<file path="src/rtl/cfm_pkg.sv">
// Shared types, constants and reset values for the capture frequency meter.
package cfm_pkg;

  localparam int WINDOW_DEPTH = 10;
  localparam int SLOT_W       = (WINDOW_DEPTH > 1) ? $clog2(WINDOW_DEPTH) : 1;
  localparam int FILL_W       = 5;
  localparam int CAP_W        = 16;
  localparam int PERIOD_W     = 17;
  localparam int RATE_W       = 22;
  localparam int GAIN_W       = 16;
  localparam int FREQ_W       = 30;
  localparam int SUM_W        = 34;
  localparam int CFG_IDX_W    = 3;
  localparam int CFG_DATA_W   = 22;

  // Serial divider: SUM_W-bit dividend, PERIOD_W-bit divisor.
  localparam int DIV_N        = SUM_W;
  localparam int DIV_CNT_W    = $clog2(DIV_N);

  localparam int QUEUE_DEPTH  = 2;
  localparam int QPTR_W       = 1;
  localparam int QCNT_W       = 2;

  localparam logic              RST_ENABLE   = 1'b1;
  localparam logic [RATE_W-1:0] RST_TICKRATE = RATE_W'(1000000);
  localparam logic [GAIN_W-1:0] RST_GAIN     = GAIN_W'(7140);
  localparam logic [RATE_W-1:0] RST_OK_LOW   = RATE_W'(45);
  localparam logic [RATE_W-1:0] RST_OK_HIGH  = RATE_W'(180);
  localparam logic [RATE_W-1:0] RST_ERR_LOW  = RATE_W'(40);
  localparam logic [RATE_W-1:0] RST_ERR_HIGH = RATE_W'(200);

  typedef enum logic [CFG_IDX_W-1:0] {
    CFG_ENABLE   = 3'd0,
    CFG_TICKRATE = 3'd1,
    CFG_GAIN     = 3'd2,
    CFG_OK_LOW   = 3'd3,
    CFG_OK_HIGH  = 3'd4,
    CFG_ERR_LOW  = 3'd5,
    CFG_ERR_HIGH = 3'd6
  } cfg_idx_t;

  typedef enum logic {
    KIND_CAPTURE = 1'b0,
    KIND_RESTART = 1'b1
  } kind_t;

  typedef enum logic {
    OP_MEASURE = 1'b0,
    OP_RESTART = 1'b1
  } op_t;

  typedef struct packed {
    op_t                 op;
    logic [PERIOD_W-1:0] period;
  } job_t;

  typedef struct packed {
    logic              enable;
    logic [RATE_W-1:0] tick_rate;
    logic [GAIN_W-1:0] gain;
    logic [RATE_W-1:0] ok_low;
    logic [RATE_W-1:0] ok_high;
    logic [RATE_W-1:0] err_low;
    logic [RATE_W-1:0] err_high;
  } cfg_t;

  typedef struct packed {
    logic                start;
    logic [DIV_N-1:0]    dividend;
    logic [PERIOD_W-1:0] divisor;
  } div_req_t;

  typedef struct packed {
    logic             done;
    logic [DIV_N-1:0] quotient;
  } div_rsp_t;

endpackage

</file>
<file path="src/rtl/cfm_front.sv">
// Front end: accepts items, pairs captures and queues measure or restart jobs.
module cfm_front import cfm_pkg::*; (
  input  logic             clk,
  input  logic             rst_n,
  input  logic             in_valid,
  output logic             in_ready,
  input  logic             in_kind,
  input  logic [CAP_W-1:0] in_capture_value,
  input  logic             enable,
  input  logic             q_full,
  output logic             push,
  output job_t             push_job
);

  logic             have_first_r, have_first_nxt;
  logic [CAP_W-1:0] first_r;
  logic [CAP_W-1:0] diff;
  logic             accept;

  assign in_ready = !q_full;
  assign accept   = in_valid && in_ready;
  assign diff     = in_capture_value - first_r;

  always_comb begin
    have_first_nxt  = have_first_r;
    push            = 1'b0;
    push_job.op     = OP_MEASURE;
    // equal captures mean one full wrap of the timer
    push_job.period = (diff == '0) ? PERIOD_W'(1 << CAP_W) : {1'b0, diff};
    if (accept) begin
      if (kind_t'(in_kind) == KIND_RESTART) begin
        have_first_nxt = 1'b0;
        push           = 1'b1;
        push_job.op    = OP_RESTART;
      end else if (enable) begin
        have_first_nxt = !have_first_r;
        push           = have_first_r;
      end
    end
  end

  always_ff @(posedge clk) begin
    if (!rst_n) begin
      have_first_r <= 1'b0;
    end else begin
      have_first_r <= have_first_nxt;
    end
  end

  // hold the first capture of a pair
  always_ff @(posedge clk) begin
    if (accept && kind_t'(in_kind) == KIND_CAPTURE && enable && !have_first_r) begin
      first_r <= in_capture_value;
    end
  end

endmodule

</file>
<file path="src/rtl/cfm_queue.sv">
// Short job queue between the front end and the back end.
module cfm_queue import cfm_pkg::*; (
  input  logic clk,
  input  logic rst_n,
  input  logic push,
  input  job_t push_job,
  output logic full,
  output logic pop_valid,
  input  logic pop,
  output job_t pop_job
);

  job_t              mem_r [QUEUE_DEPTH];
  logic [QPTR_W-1:0] wptr_r, rptr_r;
  logic [QCNT_W-1:0] cnt_r;
  logic              do_push, do_pop;

  assign full      = (cnt_r == QCNT_W'(QUEUE_DEPTH));
  assign pop_valid = (cnt_r != '0);
  assign pop_job   = mem_r[rptr_r];
  assign do_push   = push && !full;
  assign do_pop    = pop && pop_valid;

  always_ff @(posedge clk) begin
    if (!rst_n) begin
      wptr_r <= '0;
      rptr_r <= '0;
      cnt_r  <= '0;
    end else begin
      if (do_push) wptr_r <= wptr_r + 1'b1;
      if (do_pop)  rptr_r <= rptr_r + 1'b1;
      if (do_push && !do_pop) begin
        cnt_r <= cnt_r + 1'b1;
      end else if (do_pop && !do_push) begin
        cnt_r <= cnt_r - 1'b1;
      end
    end
  end

  always_ff @(posedge clk) begin
    if (do_push) begin
      mem_r[wptr_r] <= push_job;
    end
  end

endmodule

</file>
<file path="src/rtl/cfm_div.sv">
// Restoring serial divider, one quotient bit per cycle.
module cfm_div import cfm_pkg::*; (
  input  logic     clk,
  input  logic     rst_n,
  input  div_req_t req,
  output div_rsp_t rsp
);

  logic                 busy_r;
  logic                 done_r;
  logic [DIV_CNT_W-1:0] cnt_r;
  logic [PERIOD_W-1:0]  rem_r;
  logic [PERIOD_W-1:0]  dvs_r;
  logic [DIV_N-1:0]     quo_r;
  logic [PERIOD_W:0]    shifted;
  logic [PERIOD_W:0]    trial;
  logic                 qbit;

  assign shifted = {rem_r, quo_r[DIV_N-1]};
  assign trial   = shifted - {1'b0, dvs_r};
  assign qbit    = !trial[PERIOD_W];

  assign rsp.done     = done_r;
  assign rsp.quotient = quo_r;

  always_ff @(posedge clk) begin
    if (!rst_n) begin
      busy_r <= 1'b0;
      done_r <= 1'b0;
      cnt_r  <= '0;
    end else begin
      done_r <= 1'b0;
      if (busy_r) begin
        cnt_r <= cnt_r + 1'b1;
        if (cnt_r == DIV_CNT_W'(DIV_N - 1)) begin
          busy_r <= 1'b0;
          done_r <= 1'b1;
        end
      end else if (req.start) begin
        busy_r <= 1'b1;
        cnt_r  <= '0;
      end
    end
  end

  // shift the dividend out at the top while quotient bits enter at the bottom
  always_ff @(posedge clk) begin
    if (busy_r) begin
      rem_r <= qbit ? trial[PERIOD_W-1:0] : shifted[PERIOD_W-1:0];
      quo_r <= {quo_r[DIV_N-2:0], qbit};
    end else if (req.start) begin
      rem_r <= '0;
      dvs_r <= req.divisor;
      quo_r <= req.dividend;
    end
  end

endmodule

</file>
<file path="src/rtl/cfm_back.sv">
// Back end: frequency, calibration, averaging window, band flags and result register.
module cfm_back import cfm_pkg::*; (
  input  logic                clk,
  input  logic                rst_n,
  input  cfg_t                cfg,
  input  logic                q_valid,
  input  job_t                q_job,
  output logic                q_pop,
  output logic                out_valid,
  input  logic                out_ready,
  output logic [PERIOD_W-1:0] out_period_ticks,
  output logic [FREQ_W-1:0]   out_avg_freq_q8,
  output logic [FILL_W-1:0]   out_window_fill,
  output logic                out_ok_signal,
  output logic                out_error_signal,
  output logic                out_ready_res
);

  typedef enum logic [6:0] {
    S_IDLE   = 7'b0000001,
    S_FDIV   = 7'b0000010,
    S_MUL    = 7'b0000100,
    S_UPD    = 7'b0001000,
    S_ASTART = 7'b0010000,
    S_ADIV   = 7'b0100000,
    S_OUT    = 7'b1000000
  } state_t;

  state_t                    state_r, state_nxt;
  logic [PERIOD_W-1:0]       period_r;
  logic [FREQ_W-1:0]         raw_r;
  logic [FREQ_W-1:0]         corr_r;
  logic [FREQ_W-1:0]         win_r [WINDOW_DEPTH];
  logic [WINDOW_DEPTH-1:0]   vld_r;
  logic [SLOT_W-1:0]         slot_r;
  logic [FILL_W-1:0]         fill_r;
  logic [SUM_W-1:0]          sum_r;
  logic                      ready_r;
  logic [FREQ_W-1:0]         old_val;
  logic [SUM_W-1:0]          sum_nxt;
  logic [FILL_W-1:0]         fill_nxt;
  logic [FREQ_W+GAIN_W-1:0]  product;
  logic [FREQ_W-1:0]         avg;
  logic                      ok_flag, err_flag;
  logic                      out_free;
  logic                      out_valid_r;
  div_req_t                  div_req;
  div_rsp_t                  div_rsp;

  cfm_div u_div (
    .clk   (clk),
    .rst_n (rst_n),
    .req   (div_req),
    .rsp   (div_rsp)
  );

  assign out_free  = !out_valid_r || out_ready;
  assign out_valid = out_valid_r;
  assign q_pop     = (state_r == S_IDLE) && q_valid;
  assign product   = raw_r * cfg.gain;
  assign avg       = div_rsp.quotient[FREQ_W-1:0];
  assign old_val   = vld_r[slot_r] ? win_r[slot_r] : '0;
  assign sum_nxt   = sum_r - SUM_W'(old_val) + SUM_W'(corr_r);
  assign fill_nxt  = (fill_r < FILL_W'(WINDOW_DEPTH)) ? fill_r + 1'b1 : fill_r;

  assign ok_flag  = (avg > {cfg.ok_low, 8'h00}) && (avg < {cfg.ok_high, 8'h00});
  assign err_flag = !ok_flag &&
                    ((avg < {cfg.err_low, 8'h00}) || (avg > {cfg.err_high, 8'h00}));

  always_comb begin
    div_req.start    = 1'b0;
    div_req.dividend = SUM_W'({cfg.tick_rate, 8'h00});
    div_req.divisor  = q_job.period;
    if (state_r == S_ASTART) begin
      div_req.start    = 1'b1;
      div_req.dividend = sum_r;
      div_req.divisor  = PERIOD_W'(fill_r);
    end else if (state_r == S_IDLE && q_valid && q_job.op == OP_MEASURE) begin
      div_req.start = 1'b1;
    end
  end

  always_comb begin
    state_nxt = state_r;
    unique case (state_r)
      S_IDLE: begin
        if (q_valid && q_job.op == OP_MEASURE) state_nxt = S_FDIV;
      end
      S_FDIV: begin
        if (div_rsp.done) state_nxt = S_MUL;
      end
      S_MUL:    state_nxt = S_UPD;
      S_UPD:    state_nxt = S_ASTART;
      S_ASTART: state_nxt = S_ADIV;
      S_ADIV: begin
        if (div_rsp.done) state_nxt = S_OUT;
      end
      S_OUT: begin
        if (out_free) state_nxt = S_IDLE;
      end
      default: state_nxt = S_IDLE;
    endcase
  end

  always_ff @(posedge clk) begin
    if (!rst_n) begin
      state_r     <= S_IDLE;
      vld_r       <= '0;
      slot_r      <= '0;
      fill_r      <= '0;
      sum_r       <= '0;
      ready_r     <= 1'b0;
      out_valid_r <= 1'b0;
    end else begin
      state_r <= state_nxt;
      if (state_r == S_OUT && out_free) begin
        out_valid_r <= 1'b1;
      end else if (out_ready) begin
        out_valid_r <= 1'b0;
      end
      if (state_r == S_IDLE && q_valid && q_job.op == OP_RESTART) begin
        vld_r   <= '0;
        slot_r  <= '0;
        fill_r  <= '0;
        sum_r   <= '0;
        ready_r <= 1'b0;
      end
      if (state_r == S_UPD) begin
        vld_r[slot_r] <= 1'b1;
        slot_r        <= (slot_r == SLOT_W'(WINDOW_DEPTH - 1)) ? '0 : slot_r + 1'b1;
        fill_r        <= fill_nxt;
        sum_r         <= sum_nxt;
        if (fill_nxt >= FILL_W'(WINDOW_DEPTH)) ready_r <= 1'b1;
      end
    end
  end

  always_ff @(posedge clk) begin
    if (state_r == S_IDLE && q_valid) period_r <= q_job.period;
    if (state_r == S_FDIV && div_rsp.done) raw_r <= div_rsp.quotient[FREQ_W-1:0];
    if (state_r == S_MUL) corr_r <= product[FREQ_W+GAIN_W-1:GAIN_W];
    if (state_r == S_UPD) win_r[slot_r] <= corr_r;
    if (state_r == S_OUT && out_free) begin
      out_period_ticks <= period_r;
      out_avg_freq_q8  <= avg;
      out_window_fill  <= fill_r;
      out_ok_signal    <= ok_flag;
      out_error_signal <= err_flag;
      out_ready_res    <= ready_r;
    end
  end

  a_fill_bound: assert property (@(posedge clk) disable iff (!rst_n)
    fill_r <= FILL_W'(WINDOW_DEPTH))
    else $error("window fill beyond depth");

  a_ready_full: assert property (@(posedge clk) disable iff (!rst_n)
    ready_r |-> fill_r == FILL_W'(WINDOW_DEPTH))
    else $error("ready flag set with window not full");

  a_empty_sum: assert property (@(posedge clk) disable iff (!rst_n)
    fill_r == '0 |-> sum_r == '0 && vld_r == '0)
    else $error("empty window holds data");

  a_restart_clears: assert property (@(posedge clk) disable iff (!rst_n)
    (state_r == S_IDLE && q_valid && q_job.op == OP_RESTART) |=>
      (fill_r == '0 && !ready_r && state_r == S_IDLE))
    else $error("restart did not clear the window");

endmodule

</file>
<file path="src/rtl/capture_frequency_meter.sv">
// Top level of the capture frequency meter: configuration registers and block wiring.
//
// Input channel (in_valid/in_ready): in_kind selects a timer capture or a restart;
// captures are paired without overlap, and every second capture of a pair yields
// one result on the out_ channel (out_valid/out_ready). Restarts, first captures
// and captures taken while measuring is disabled give no result.
// Configuration (cfg_valid/cfg_ready, always ready) writes register cfg_index
// with cfg_wdata; write only while the block is idle.
// Processing: from acceptance to result a completed pair takes two passes of the
// shared one-bit-per-cycle divider (one for tick_rate*256/period, one for the
// window average) plus the gain multiply, window update and result load. One
// pair is worked on at a time.
// A two-entry job queue lets the front end keep accepting items while the back
// end computes or while a finished result waits; when the receiver stalls, the
// result is held in the output register and the queue fills, then in_ready drops.
// Reset (synchronous, active low) restores register defaults and empties the
// window, the queue and the pairing state; a restart item clears the window and
// the pairing state but neither the queue nor the registers.
module capture_frequency_meter import cfm_pkg::*; (
  input  logic                  clk,
  input  logic                  rst_n,
  input  logic                  in_valid,
  output logic                  in_ready,
  input  logic                  in_kind,
  input  logic [CAP_W-1:0]      in_capture_value,
  output logic                  out_valid,
  input  logic                  out_ready,
  output logic [PERIOD_W-1:0]   out_period_ticks,
  output logic [FREQ_W-1:0]     out_avg_freq_q8,
  output logic [FILL_W-1:0]     out_window_fill,
  output logic                  out_ok_signal,
  output logic                  out_error_signal,
  output logic                  out_ready_res,
  input  logic                  cfg_valid,
  output logic                  cfg_ready,
  input  logic [CFG_IDX_W-1:0]  cfg_index,
  input  logic [CFG_DATA_W-1:0] cfg_wdata
);

  cfg_t cfg_r;
  logic q_full, q_push, q_valid, q_pop;
  job_t push_job, pop_job;

  assign cfg_ready = 1'b1;

  always_ff @(posedge clk) begin
    if (!rst_n) begin
      cfg_r.enable    <= RST_ENABLE;
      cfg_r.tick_rate <= RST_TICKRATE;
      cfg_r.gain      <= RST_GAIN;
      cfg_r.ok_low    <= RST_OK_LOW;
      cfg_r.ok_high   <= RST_OK_HIGH;
      cfg_r.err_low   <= RST_ERR_LOW;
      cfg_r.err_high  <= RST_ERR_HIGH;
    end else if (cfg_valid && cfg_ready) begin
      unique case (cfg_idx_t'(cfg_index))
        CFG_ENABLE:   cfg_r.enable    <= cfg_wdata[0];
        CFG_TICKRATE: cfg_r.tick_rate <= cfg_wdata[RATE_W-1:0];
        CFG_GAIN:     cfg_r.gain      <= cfg_wdata[GAIN_W-1:0];
        CFG_OK_LOW:   cfg_r.ok_low    <= cfg_wdata[RATE_W-1:0];
        CFG_OK_HIGH:  cfg_r.ok_high   <= cfg_wdata[RATE_W-1:0];
        CFG_ERR_LOW:  cfg_r.err_low   <= cfg_wdata[RATE_W-1:0];
        CFG_ERR_HIGH: cfg_r.err_high  <= cfg_wdata[RATE_W-1:0];
        default: ;
      endcase
    end
  end

  cfm_front u_front (
    .clk              (clk),
    .rst_n            (rst_n),
    .in_valid         (in_valid),
    .in_ready         (in_ready),
    .in_kind          (in_kind),
    .in_capture_value (in_capture_value),
    .enable           (cfg_r.enable),
    .q_full           (q_full),
    .push             (q_push),
    .push_job         (push_job)
  );

  cfm_queue u_queue (
    .clk       (clk),
    .rst_n     (rst_n),
    .push      (q_push),
    .push_job  (push_job),
    .full      (q_full),
    .pop_valid (q_valid),
    .pop       (q_pop),
    .pop_job   (pop_job)
  );

  cfm_back u_back (
    .clk              (clk),
    .rst_n            (rst_n),
    .cfg              (cfg_r),
    .q_valid          (q_valid),
    .q_job            (pop_job),
    .q_pop            (q_pop),
    .out_valid        (out_valid),
    .out_ready        (out_ready),
    .out_period_ticks (out_period_ticks),
    .out_avg_freq_q8  (out_avg_freq_q8),
    .out_window_fill  (out_window_fill),
    .out_ok_signal    (out_ok_signal),
    .out_error_signal (out_error_signal),
    .out_ready_res    (out_ready_res)
  );

endmodule
</file>
<file path="config.mk">
export PLATFORM = sky130hd
export DESIGN_NAME = capture_frequency_meter
export DESIGN_NICKNAME = d
export VERILOG_FILES = /design/src/rtl/cfm_pkg.sv /design/src/rtl/cfm_front.sv /design/src/rtl/cfm_queue.sv /design/src/rtl/cfm_div.sv /design/src/rtl/cfm_back.sv /design/src/rtl/capture_frequency_meter.sv
export SDC_FILE = /design/constraint.sdc
export NUM_CORES = 2
export LEC_CHECK = 0
export BUFFER_PORTS_ARGS = -buffer_cell sky130_fd_sc_hd__buf_2
export CORE_MARGIN = 3
export CORE_UTILIZATION = 35
export DETAILED_ROUTE_END_ITERATION = 8
export HOLD_SLACK_MARGIN = 0.08
export MAX_ROUTING_LAYER = met4
export PLACE_DENSITY_LB_ADDON = 0.3
export SLEW_MARGIN = 20
export SYNTH_ARGS = -nofsm -noshare
export SYNTH_HDL_FRONTEND = slang
export SYNTH_SLANG_ARGS = --single-unit
</file>
<file path="constraint.sdc">
create_clock -name clk -period 5.69 [get_ports clk]
set_input_delay 0.569 -clock clk [delete_from_list [all_inputs] [get_ports clk]]
set_output_delay 0.569 -clock clk [all_outputs]
set_load 0.005 [all_outputs]
</file>
==> run summary <==
DR vias: 32400
buffers added on ports: 103
Rel. slew slack: 33.5%
all-layer global routing usage: 17.6%
Final Max Tran Viols: 0
n_diodes: 0
initial core utilization: 35.4%
clock sink count: 759
Yosys cell types: 83
leakage dissipation: 23.0 nW
Longest Clk Path Bufs: 3
DRT iter0 DRCs: 1904
maxcap violations: 0
CTS tree: done
Post-Syn Area: 48800 µm²
outcome: complete, but fails checks
largest net degree at the start of global routing: 107
Post-synth EDFFs: 552
Die X: 379 µm
# DRC: 0
VDD IR-drop max: 0.000258 V
Power Density: 335 nW/µm²
gp weighted congestion: 0.871
Clock Latency Late Sink: 0.65 ns
Final period util: 111%
min Tclk post-route: 6.29 ns
startpoint types: register
hold crit path type: primary input to register
CTS Hold Bufs: 0
Worst Setup Path Type: register to register
Final Cell Area: 56600 µm²
R2R setup slack: -0.60 ns
FF-to-FF path depth: 24
ys flop type: edfxtp_1
Fmax achieved: 0.159 GHz
CTS Buf Count: 85
gr ovfl total: 0
internal power: 12.9 mW
H-tree Lvls: 3
Synth Instances: 4428
commonest non-fill, non-tap cells in the layout: 659 x inv_1, 645 x nand2_1, 552 x edfxtp_1
Worst EP arrival: 6.68 ns
Final Hold Viols: 0
DP HPWL: 88100 µm
Core Area: 138000 µm²
Area after DPL: 53200 µm²
Slew @ Worst Pin: 0.997 ns
antenna violations before repair: 2
sequential area share after synthesis: 42.5%
Via-to-Cell Ratio: 4.93
Die ar.: 144000 µm²
Final WS setup: -0.603 ns
row cnt: 136
Ports: 105
clock skew: 0.0336 ns
Max FO, Critical Path: 6
layout cells sized above 1: 16.0%
number of global-route vias before repair: 33800
r2r startpoint: u_back.raw_r[17]
Net Switching: 6.05 mW
Setup-failing EPs final: 25
CP endpoint kind: register
failing checks: setup timing
Mean Syn Cell Area: 11.0 µm²
ys async rst share: 0%
Setup Total Neg Slack: -9.67 ns
WL per Instance: 18.3 µm
worst path required time: 6.08 ns
clock slew at reported path FFs: 0.06 ns
first-pass GRT wire length: 193000 µm
Syn. warnings: 0
Seq cells post-synth: 759
RSZ-0062 raised after global routing: true
Syn Nets: 5167
Synth-to-Final Area Change: 16.1%
WL final: 120000 µm
most common cell after layout, fill and taps aside: inv_1
worst hold path depth: 1
Clock power frac: 29.1%
Detail Route Antenna Nets: 0
Placed Cells: 6388
Flop pwr share: 36.9%
switch share: 31.9%
Pre-Repair DR Iteration Count: 5
Worst Min Path Start: in_capture_value[6]
DIE HEIGHT: 379 µm
final net count: 5447
CTS root buf: clkbuf_16
Cell Count, Final, Fillers Out: 6573
Combinational Power Share: 34.1%
R2R Path End: u_back.corr_r[26]
worst hold endpoint: u_front.first_r[6]
stage by stage:
stage | utilization [%] | hold slack [ns] | worst slack [ns] | total power [mW]
2_1_floorplan | - | 0.400 | -0.209 | 10.8
3_3_place_gp | 38.6 | 0.403 | -0.786 | 12.8
3_5_place_dp | 38.6 | 0.406 | -0.836 | 12.9
4_1_cts | 40.9 | 0.0858 | -0.647 | 18.9
5_1_grt | 41.1 | 0.105 | -0.875 | 20.2
6_report | 41.1 | 0.135 | -0.603 | 18.9
how the worst max path moves through the flow:
stage,end,startpoint,slack (ns)
2_1_floorplan,u_back.corr_r[27],cfg_r[94],-0.21
4_1_cts,u_back.corr_r[27],u_back.raw_r[7],-0.65
5_1_grt,u_back.corr_r[26],u_back.raw_r[17],-0.88
3_3_place_gp,u_back.corr_r[27],u_back.raw_r[8],-0.79
3_5_place_dp,u_back.corr_r[29],u_back.raw_r[8],-0.84
6_report,u_back.corr_r[26],u_back.raw_r[17],-0.60
power groups by stage:
stage,Clock [mW],Combinational [mW],Sequential [mW]
floorplan,0,3.95,6.88
global placement,0,5.72,7.11
detailed placement,0,5.81,7.11
CTS,5.65,6.22,6.99
global route,5.85,7.35,7.03
finish,5.51,6.45,6.98
area by class of cell:
cell class                      instances  area, µm²
Clock buffer                          118       2380
Clock inverter                         40        415
Fill cell                           13100      81200
Inverter                              677       2540
Multi-Input combinational cell       2792      25200
Sequential cell                       759      20700
Tap cell                             1794       2240
Timing Repair Buffer                  393       3060
kinds of logic (layout without fill, tap and decap cells):
logic type      count (synthesis)  count (layout)  synth area share, %
compound gates                615             615                 8.04
xor+xnor                       92              92                 1.65
fa+ha+maj                     692             692                 24.2
buf+inv                       877            1228                 6.80
flops                         759             759                 42.5
mux                           145             145                 4.63
other cells                     1               1              0.00769
simple gates                 1247            1247                 12.1
cell usage after synthesis (11+ instances only):
| cell | number | area share [%] |
|---|---|---|
| a211oi_1 | 70 | 1.1 |
| a21o_1 | 68 | 1.0 |
| a21oi_1 | 237 | 2.4 |
| and2_1 | 223 | 2.9 |
| and3_1 | 18 | 0.23 |
| buf_1 | 14 | 0.11 |
| clkbuf_1 | 175 | 1.3 |
| dfxtp_1 | 207 | 8.5 |
| edfxtp_1 | 552 | 34 |
| fa_1 | 421 | 17 |
| ha_1 | 271 | 7.0 |
| inv_1 | 676 | 5.2 |
| mux2_2 | 23 | 0.53 |
| mux2i_1 | 60 | 1.2 |
| mux4_2 | 62 | 2.9 |
| nand2_1 | 651 | 5.0 |
| nand2b_1 | 27 | 0.35 |
| nand3_1 | 62 | 0.64 |
| nand4_1 | 33 | 0.42 |
| nor2_1 | 93 | 0.72 |
| nor2b_1 | 56 | 0.72 |
| nor3_1 | 21 | 0.22 |
| nor4_1 | 12 | 0.15 |
| o211ai_1 | 19 | 0.29 |
| o21a_1 | 20 | 0.31 |
| o21ai_0 | 92 | 0.94 |
| o21bai_1 | 15 | 0.23 |
| o31ai_1 | 20 | 0.31 |
| or2_2 | 11 | 0.14 |
| xnor2_1 | 63 | 1.1 |
| xor2_1 | 29 | 0.52 |
critical path, cell delays in order (launching register included):
cell      delay (ns)
edfxtp_1        0.44
buf_4           0.19
and2_1          0.16
fa_1            0.49
inv_1           0.06
fa_1            0.46
fa_1            0.52
inv_1           0.06
fa_1            0.51
fa_1            0.50
inv_1           0.05
fa_1            0.47
inv_1           0.05
ha_1            0.28
a21o_1          0.17
a21oi_2         0.18
buf_4           0.15
nor2b_1         0.21
a31oi_4         0.14
o21ai_4         0.11
o21ai_4         0.11
a211oi_4        0.33
o21bai_1        0.13
buf_4           0.14
xor2_1          0.13
sequential cells by signal, indices dropped and copies added (netlist names), 30 cells and up, named ones only:
name and cells:
u_back.win_r 300, cfg_r 127, u_queue.mem_r 36, u_back.sum_r 34, u_back.u_div.quo_r 34, u_back.corr_r 30
u_back.out_avg_freq_q8 30, u_back.raw_r 30
what timing repair did:
action,CTS,global route
setup endpoints to repair,27,28
setup buffers,15,17
endpoints found under the hold margin,0,0
pin swaps,53,60
resized for setup,52,65
metal layers:
metal / up-vias / routed length [µm] / GRT usage, %
li1: 15300 / - / -
met1: 16400 / 54200 / 23.2
met2: 614 / 58900 / 29.3
met3: 134 / 4600 / 1.92
met4: 0 / 2320 / 3.86
met5: - / 0 / -
(Power assumes the default switching activity.)
